[src/gtfw_pkg.sv]
// ----------------------------------------------------------------------------
// gtfw_pkg
// Shared types, codes and the 5x7 font table for the glyph text writer.
// ----------------------------------------------------------------------------
package gtfw_pkg;

  // item kinds
  typedef enum logic [1:0] {
    KIND_DRAW  = 2'd0,
    KIND_CLEAR = 2'd1,
    KIND_READ  = 2'd2,
    KIND_NONE  = 2'd3
  } kind_t;

  // cursor motion
  localparam int ADVANCE    = 6;
  localparam int LINE_STEP  = 8;
  localparam int GLYPH_COLS = 5;
  localparam int GLYPH_ROWS = 7;

  // one glyph, column 0 first, row 0 in bit 0
  typedef logic [GLYPH_COLS-1:0][GLYPH_ROWS-1:0] glyph_t;

  typedef struct packed {
    logic [1:0]  kind;
    logic        start_text;
    logic [6:0]  start_x;
    logic [5:0]  start_y;
    logic [7:0]  char_code;
    logic [9:0]  read_index;
  } in_item_t;

  typedef struct packed {
    logic [7:0]  read_data;
    logic [6:0]  cursor_col;
    logic [6:0]  cursor_row;
  } out_item_t;

  function automatic glyph_t glyph_pack(input logic [7:0] b0, input logic [7:0] b1,
                                        input logic [7:0] b2, input logic [7:0] b3,
                                        input logic [7:0] b4);
    glyph_t g;
    g[0] = b0[GLYPH_ROWS-1:0];
    g[1] = b1[GLYPH_ROWS-1:0];
    g[2] = b2[GLYPH_ROWS-1:0];
    g[3] = b3[GLYPH_ROWS-1:0];
    g[4] = b4[GLYPH_ROWS-1:0];
    return g;
  endfunction

  // font lookup; codes without a glyph (and codes outside space..'z') are blank
  function automatic glyph_t glyph_lookup(input logic [7:0] code);
    glyph_t g;
    case (code)
      "!":     g = glyph_pack(8'h00, 8'h00, 8'h5F, 8'h00, 8'h00);
      "%":     g = glyph_pack(8'h43, 8'h4D, 8'h52, 8'h54, 8'h42);
      "+":     g = glyph_pack(8'h00, 8'h08, 8'h3E, 8'h08, 8'h00);
      ".":     g = glyph_pack(8'h00, 8'h00, 8'h00, 8'h60, 8'h00);
      "/":     g = glyph_pack(8'h20, 8'h10, 8'h08, 8'h04, 8'h02);
      "0":     g = glyph_pack(8'h3E, 8'h51, 8'h49, 8'h45, 8'h3E);
      "1":     g = glyph_pack(8'h00, 8'h42, 8'h7F, 8'h40, 8'h00);
      "2":     g = glyph_pack(8'h42, 8'h61, 8'h51, 8'h49, 8'h46);
      "3":     g = glyph_pack(8'h21, 8'h41, 8'h45, 8'h4B, 8'h31);
      "4":     g = glyph_pack(8'h18, 8'h14, 8'h12, 8'h7F, 8'h10);
      "5":     g = glyph_pack(8'h27, 8'h45, 8'h45, 8'h45, 8'h39);
      "6":     g = glyph_pack(8'h3C, 8'h4A, 8'h49, 8'h49, 8'h30);
      "7":     g = glyph_pack(8'h01, 8'h71, 8'h09, 8'h05, 8'h03);
      "8":     g = glyph_pack(8'h36, 8'h49, 8'h49, 8'h49, 8'h36);
      "9":     g = glyph_pack(8'h06, 8'h49, 8'h49, 8'h29, 8'h1E);
      ":":     g = glyph_pack(8'h00, 8'h00, 8'h0C, 8'h00, 8'h00);
      "=":     g = glyph_pack(8'h00, 8'h18, 8'h18, 8'h18, 8'h00);
      "A":     g = glyph_pack(8'h7E, 8'h11, 8'h11, 8'h11, 8'h7E);
      "B":     g = glyph_pack(8'h7F, 8'h49, 8'h49, 8'h49, 8'h36);
      "C":     g = glyph_pack(8'h3E, 8'h41, 8'h41, 8'h41, 8'h22);
      "D":     g = glyph_pack(8'h7F, 8'h41, 8'h41, 8'h22, 8'h1C);
      "E":     g = glyph_pack(8'h7F, 8'h49, 8'h49, 8'h49, 8'h41);
      "F":     g = glyph_pack(8'h7F, 8'h09, 8'h09, 8'h09, 8'h01);
      "G":     g = glyph_pack(8'h3E, 8'h41, 8'h49, 8'h49, 8'h7A);
      "H":     g = glyph_pack(8'h7F, 8'h08, 8'h08, 8'h08, 8'h7F);
      "I":     g = glyph_pack(8'h00, 8'h41, 8'h7F, 8'h41, 8'h00);
      "J":     g = glyph_pack(8'h20, 8'h40, 8'h41, 8'h3F, 8'h01);
      "K":     g = glyph_pack(8'h7F, 8'h08, 8'h14, 8'h22, 8'h41);
      "L":     g = glyph_pack(8'h7F, 8'h40, 8'h40, 8'h40, 8'h40);
      "M":     g = glyph_pack(8'h7F, 8'h02, 8'h0C, 8'h02, 8'h7F);
      "N":     g = glyph_pack(8'h7F, 8'h04, 8'h08, 8'h10, 8'h7F);
      "O":     g = glyph_pack(8'h3E, 8'h41, 8'h41, 8'h41, 8'h3E);
      "P":     g = glyph_pack(8'h7F, 8'h09, 8'h09, 8'h09, 8'h06);
      "Q":     g = glyph_pack(8'h3E, 8'h41, 8'h51, 8'h21, 8'h5E);
      "R":     g = glyph_pack(8'h7F, 8'h09, 8'h19, 8'h29, 8'h46);
      "S":     g = glyph_pack(8'h46, 8'h49, 8'h49, 8'h49, 8'h31);
      "T":     g = glyph_pack(8'h01, 8'h01, 8'h7F, 8'h01, 8'h01);
      "U":     g = glyph_pack(8'h3F, 8'h40, 8'h40, 8'h40, 8'h3F);
      "V":     g = glyph_pack(8'h1F, 8'h20, 8'h40, 8'h20, 8'h1F);
      "W":     g = glyph_pack(8'h3F, 8'h40, 8'h38, 8'h40, 8'h3F);
      "X":     g = glyph_pack(8'h63, 8'h14, 8'h08, 8'h14, 8'h63);
      "Y":     g = glyph_pack(8'h07, 8'h08, 8'h70, 8'h08, 8'h07);
      "Z":     g = glyph_pack(8'h61, 8'h51, 8'h49, 8'h45, 8'h43);
      "a":     g = glyph_pack(8'h20, 8'h54, 8'h54, 8'h54, 8'h78);
      "b":     g = glyph_pack(8'h7F, 8'h48, 8'h44, 8'h44, 8'h38);
      "c":     g = glyph_pack(8'h38, 8'h44, 8'h44, 8'h44, 8'h20);
      "d":     g = glyph_pack(8'h38, 8'h44, 8'h44, 8'h48, 8'h7F);
      "e":     g = glyph_pack(8'h38, 8'h54, 8'h54, 8'h54, 8'h18);
      "f":     g = glyph_pack(8'h08, 8'h7E, 8'h09, 8'h01, 8'h02);
      "g":     g = glyph_pack(8'h0C, 8'h52, 8'h52, 8'h52, 8'h3E);
      "h":     g = glyph_pack(8'h7F, 8'h08, 8'h04, 8'h04, 8'h78);
      "i":     g = glyph_pack(8'h00, 8'h44, 8'h7D, 8'h40, 8'h00);
      "j":     g = glyph_pack(8'h20, 8'h40, 8'h44, 8'h3D, 8'h00);
      "k":     g = glyph_pack(8'h7F, 8'h10, 8'h28, 8'h44, 8'h00);
      "l":     g = glyph_pack(8'h00, 8'h41, 8'h7F, 8'h40, 8'h00);
      "m":     g = glyph_pack(8'h7C, 8'h04, 8'h18, 8'h04, 8'h78);
      "n":     g = glyph_pack(8'h7C, 8'h08, 8'h04, 8'h04, 8'h78);
      "o":     g = glyph_pack(8'h38, 8'h44, 8'h44, 8'h44, 8'h38);
      "p":     g = glyph_pack(8'h7C, 8'h14, 8'h14, 8'h14, 8'h08);
      "q":     g = glyph_pack(8'h08, 8'h14, 8'h14, 8'h18, 8'h7C);
      "r":     g = glyph_pack(8'h7C, 8'h08, 8'h04, 8'h04, 8'h08);
      "s":     g = glyph_pack(8'h48, 8'h54, 8'h54, 8'h54, 8'h20);
      "t":     g = glyph_pack(8'h04, 8'h3F, 8'h44, 8'h40, 8'h20);
      "u":     g = glyph_pack(8'h3C, 8'h40, 8'h40, 8'h20, 8'h7C);
      "v":     g = glyph_pack(8'h1C, 8'h20, 8'h40, 8'h20, 8'h1C);
      "w":     g = glyph_pack(8'h3C, 8'h40, 8'h30, 8'h40, 8'h3C);
      "x":     g = glyph_pack(8'h44, 8'h28, 8'h10, 8'h28, 8'h44);
      "y":     g = glyph_pack(8'h0C, 8'h50, 8'h50, 8'h50, 8'h3C);
      "z":     g = glyph_pack(8'h44, 8'h64, 8'h54, 8'h4C, 8'h44);
      default: g = '0;
    endcase
    return g;
  endfunction

endpackage

[src/gtfw_pixel_unit.sv]
// ----------------------------------------------------------------------------
// gtfw_pixel_unit
// Maps one glyph column half onto a framebuffer byte: address, bits, clipping.
// ----------------------------------------------------------------------------
module gtfw_pixel_unit
  import gtfw_pkg::*;
#(
  parameter int PANEL_WIDTH  = 128,
  parameter int PANEL_HEIGHT = 64,
  localparam int PAGES       = (PANEL_HEIGHT + 7) / 8,
  localparam int STORE_BYTES = PANEL_WIDTH * PAGES,
  localparam int ADDR_W      = $clog2(STORE_BYTES),
  localparam int COL_W       = $clog2(PANEL_WIDTH + 134),
  localparam int ROW_W       = $clog2(PANEL_HEIGHT + 72)
) (
  input  logic [COL_W-1:0]      col,
  input  logic [ROW_W-1:0]      row,
  input  logic [2:0]            col_idx,
  input  logic                  half,
  input  logic [GLYPH_ROWS-1:0] bits,
  output logic [ADDR_W-1:0]     addr,
  output logic [7:0]            set_bits,
  output logic                  en
);
  localparam int PG_W       = ROW_W - 2;
  localparam int SUM_W      = PG_W + $clog2(PANEL_WIDTH + 1) + 1;
  localparam int FULL_PAGES = PANEL_HEIGHT / 8;
  localparam logic [7:0] PART_MASK = 8'((1 << (PANEL_HEIGHT % 8)) - 1);

  logic [COL_W-1:0] px;
  logic [PG_W-1:0]  page;
  logic [14:0]      shifted;
  logic [7:0]       raw_bits;
  logic [7:0]       row_mask;
  logic [SUM_W-1:0] addr_full;

  // pixel column and page touched by this half
  assign px   = col + COL_W'(col_idx);
  assign page = PG_W'(row >> 3) + PG_W'(half);

  // glyph column moved to the row offset inside the page
  assign shifted  = {8'b0, bits} << row[2:0];
  assign raw_bits = half ? {1'b0, shifted[14:8]} : shifted[7:0];

  // rows below the panel bottom are clipped
  always_comb begin
    if (page < PG_W'(FULL_PAGES)) begin
      row_mask = 8'hFF;
    end else if (page == PG_W'(FULL_PAGES)) begin
      row_mask = PART_MASK;
    end else begin
      row_mask = 8'h00;
    end
  end

  assign set_bits  = raw_bits & row_mask;
  assign en        = (px < COL_W'(PANEL_WIDTH)) && (|set_bits);
  assign addr_full = SUM_W'(px) + SUM_W'(page) * SUM_W'(PANEL_WIDTH);
  assign addr      = addr_full[ADDR_W-1:0];
endmodule
[config.mk]
export PLATFORM = sky130hd
export DESIGN_NAME = gtfw_pixel_unit
export DESIGN_NICKNAME = d
export VERILOG_FILES = /design/src/gtfw_pkg.sv /design/src/gtfw_pixel_unit.sv
export SDC_FILE = /design/constraint.sdc
export NUM_CORES = 1
export LEC_CHECK = 0
export BUFFER_PORTS_ARGS = -buffer_cell sky130_fd_sc_hd__buf_2
export CAP_MARGIN = 20
export CORE_ASPECT_RATIO = 0.6
export CORE_MARGIN = 2
export CORE_UTILIZATION = 30
export DETAILED_ROUTE_END_ITERATION = 8
export GPL_TIMING_DRIVEN = 0
export PLACE_DENSITY = 0.62
export SYNTH_ARGS = -nofsm -noshare
export SYNTH_HDL_FRONTEND = slang
export SYNTH_SLANG_ARGS = --single-unit
[constraint.sdc]
create_clock -name vclk -period 2.5
set_input_delay 0.375 -clock vclk [all_inputs]
set_output_delay 0.375 -clock vclk [all_outputs]
set_load 0.03 [all_outputs]
Yosys cells after proc, flatten, opt, wreduce, memory -nomap -nowiden
Cells that the tools add are included.
{"block": "op_classes", "bitwise_logic": 1, "n_reduce_logical": 2, "n_mux": 2, "n_lt_le_gt_ge": 2, "add_sub_neg": 3, "n_shift": 1}
{"cell": "2-to-1 mux 8 bit", "n": 2}
{"cell": "<< shifter 7 x 3 -> 15 bit", "n": 1}
{"cell": "adder 9 x 10 -> 10 bit", "n": 1}
{"cell": "adder 9 x 3 -> 9 bit", "n": 1}
{"cell": "less-than comparator 9 x 8 -> 1 bit, second input constant", "n": 1}
{"cell": "bitwise AND 8 bit", "n": 1}
{"cell": "OR reduction 8 bit", "n": 1}
{"cell": "adder 5 x 1 -> 6 bit", "n": 1}
{"cell": "less-than comparator 6 x 4 -> 1 bit, second input constant", "n": 1}
{"cell": "logical AND 1 bit", "n": 1}
{"block": "word_totals", "output_inout_bits": 19, "in_bits": 28, "elab_cells": 11, "register_bits": 0}

Depth between registers and ports, before layout
{"block": "logic_depth", "depth_word": 6, "mapped_depth": 10, "mapped_depth_nobuf": 10}

Worst setup path before layout
No wires, ideal clock.
{"block": "synth_timing", "path_type": "input port to output port", "from": "in col[1]", "to": "out addr[9]", "setup_slack_ps": -451, "n_path_buf": 0, "cell_stages": 10, "arrival_time_ps": 2576, "required_ps": 2125, "cell_sequence": "ha_1 a21o_1 a21oi_1 and3b_1 xnor2_1 inv_1 ha_1 inv_1 fa_1 xnor2_1"}
{"block": "synth_via", "elab_chain_cells": 2}
{"item": "from (decl)", "line_no": "gtfw_pixel_unit.sv:16", "rtl": "input logic [COL_W-1:0] col,"}
{"item": "adder 9 x 3 -> 9 bit", "line_no": "gtfw_pixel_unit.sv:38", "rtl": "assign px = col + COL_W'(col_idx);"}
{"item": "adder 9 x 10 -> 10 bit", "line_no": "gtfw_pixel_unit.sv:58", "rtl": "assign addr_full = SUM_W'(px) + SUM_W'(page) * SUM_W'(PANEL_WIDTH);"}
{"item": "to (decl)", "line_no": "gtfw_pixel_unit.sv:21", "rtl": "output logic [ADDR_W-1:0] addr,"}
No other way between the ends.

Worst setup path after layout
{"block": "layout_timing", "from": "in col[1]", "to": "out addr[8]"}
Same word-level chain as after synthesis.

==> flow_summary.ini <==
[synthesis]
yosysUniqueCellTypes = 40
syn_area_sq_um = 753.2
synth_cells = 101
synth_nets = 137
seq_area_frac_synth_pct = 0
synth_warnings = 0
avgSynthCellArea_sq_um = 7.458

[power]
p_int_w = 0.0001343
swShare_pct = 56.98
combPwrFrac_pct = 100.0
sequentialPowerShare_pct = 0
p_sw_w = 0.0001778
irDropWorstVdd_mv = 0.1256
clockPowerShare_pct = 0
powerDensity_nw_per_um2 = 250.7
p_leak_nw = 0.6331

[place]
place_congestion = 0.9957
portBuffers = 46
dp_hpwl_mm = 1.988

[critical_path]
setup.worst_path.start_class = input pin
crit_path_end_kind = output port
crit_type = in -> out
critPathRequiredTime_ns = 2.12
arrival_ns = 2.30
path_max_fanout = 2

[floorplan]
io-pin-count = 47
fp-row-count = 14
start_util_pct = 30.94
dieWidth_um = 68.69
die_h_um = 42.82
dieArea_sq_um = 2941
coreArea_sq_um = 2435

[final_layout]
area_delta_synth_final_pct = 65.28
seq_area_sq_um = 0
fin_util_pct = 51.13
num_antenna_cells = 0
clkbuf_count = 0
mostFrequentLayoutCells = buf_2, inv_1, buf_6
flops_and_latches = 0
multiInputGateArea_sq_um = 813.3
mostFrequentLayoutCell = buf_2
fin_nets = 189
drive_above_1_share_pct = 52.98
n_fill_cell = 231

[timing]
whs_ns = 1.073
finalCriticalPeriod_ns = 2.671
finalHoldViolations = 0
rsz0062_at_grt = yes
setup_viol = 2
fin_ws_ns = -0.1708
clock.fmax_mhz = 374.4
period_share_pct = 106.8
tightest_slew_ns = 0.4423
slew_violations = 0
maxSlewHeadroom_pct = 69.67

[detailed_routing]
num_vias = 931
drtAntennaViolNets = 0
drc = 0
first_pass_iters = 4
vias_per_cell = 5.087
drt_wl_total_mm = 2.453
drtIter0Drc = 88
detail_route.wl_per_cell_um = 13.40

[global_routing]
gr-total-overflow = 0
grt_pass1_wl_mm = 3.836
grt_pass1_vias = 861
grt_usage_pct = 16.47
grt_max_degree = 11
antenna_found_initial = 0

[flow_run]
maxCapViolCount = 0

[status]
failed_checks = negative setup slack
status = finished with violations

[hold_path]
hold_class = in -> out
==> cells in the mapped netlist, drive strengths merged, types with 3 or more instances <==
cell | number | area share [%]
nand3 | 3 | 2.0
o22ai | 5 | 4.2
xor2 | 3 | 3.5
ha | 6 | 10
o21ai | 4 | 2.7
nor3 | 6 | 5.3
xnor2 | 6 | 7.0
nand2 | 5 | 2.5
nor2 | 3 | 1.5
mux2i | 8 | 11
inv | 15 | 7.5
buf | 3 | 2.8
==> critical path, stage by stage <==
cell and delay, ns:
buf_6 0.10, ha_4 0.22, a21o_1 0.16, a21oi_2 0.14, and3b_1 0.21, xnor2_2 0.14
inv_1 0.06, ha_2 0.16, inv_2 0.04, fa_2 0.54, inv_4 0.03, buf_6 0.12
==> per-stage QoR <==
step	setup TNS [ns]	worst slack (ns)	total power, W	area [sq um]	instances
6_report	-0.3380	-0.1708	0.0003121	1245	183
5_1_grt	-0.5116	-0.2493	0.0003366	1245	183
4_1_cts	-0.3175	-0.1605	0.0003035	1205	183
3_5_place_dp	-0.8620	-0.3349	0.0002715	1079	179
3_3_place_gp	-0.8142	-0.3186	0.0002678	1079	179
2_1_floorplan	0	0.02867	0.0001944	808.3	101
==> cell families after synthesis <==
| kind of cell | Yosys count | synth area share [%] |
|---|---|---|
| AND/OR/NAND/NOR | 33 | 25.92 |
| AO/OA/AOI/OAI | 21 | 19.44 |
| buffers and inverters | 19 | 10.80 |
| multiplexers | 11 | 18.11 |
| XOR/XNOR | 9 | 10.47 |
| adder cells (fa/ha/maj) | 8 | 15.28 |
==> final timing paths <==
path	cells after the start	from	to	slack (ns)
setup / recovery	12	col[1]	addr[8]	-0.17
hold / removal	3	col[5]	addr[5]	1.07
==> cell type report <==
class | count | share of cell area, %
Multi-Input combinational cell | 82 | 65.33
Inverter | 15 | 4.724
Timing Repair Buffer | 50 | 24.62
Tap cell | 32 | 3.216
Buffer | 4 | 2.111
==> power groups by stage <==
stage,Sequential (W),Combinational (W),Clock (W)
after detailed placement,0,0.000271,0
after CTS,0,0.000303,0
final,0,0.000312,0
after global placement,0,0.000268,0
after floorplan,0,0.000194,0
after global routing,0,0.000337,0
==> timing repair <==
| action | in CTS | in global routing |
|---|---|---|
| resized for setup | 24 | 8 |
| buffers inserted | 4 | 0 |
| pin swaps | 8 | 0 |
| setup endpoints to repair | 3 | 3 |
| hold endpoints to repair | 0 | 0 |
| hold buffers | 0 | 0 |
| gates cloned | 0 | 0 |
==> per-layer routing <==
layer	vias up	part of all wire (%)	GRT usage [%]
met5	-	0	0
met3	0	4.3	0.5305
met2	25	45	25.58
met1	436	50	26.25
li1	470	-	-
met4	0	0	0.7843
No activity file was read; power rests on OpenSTA's default activity.
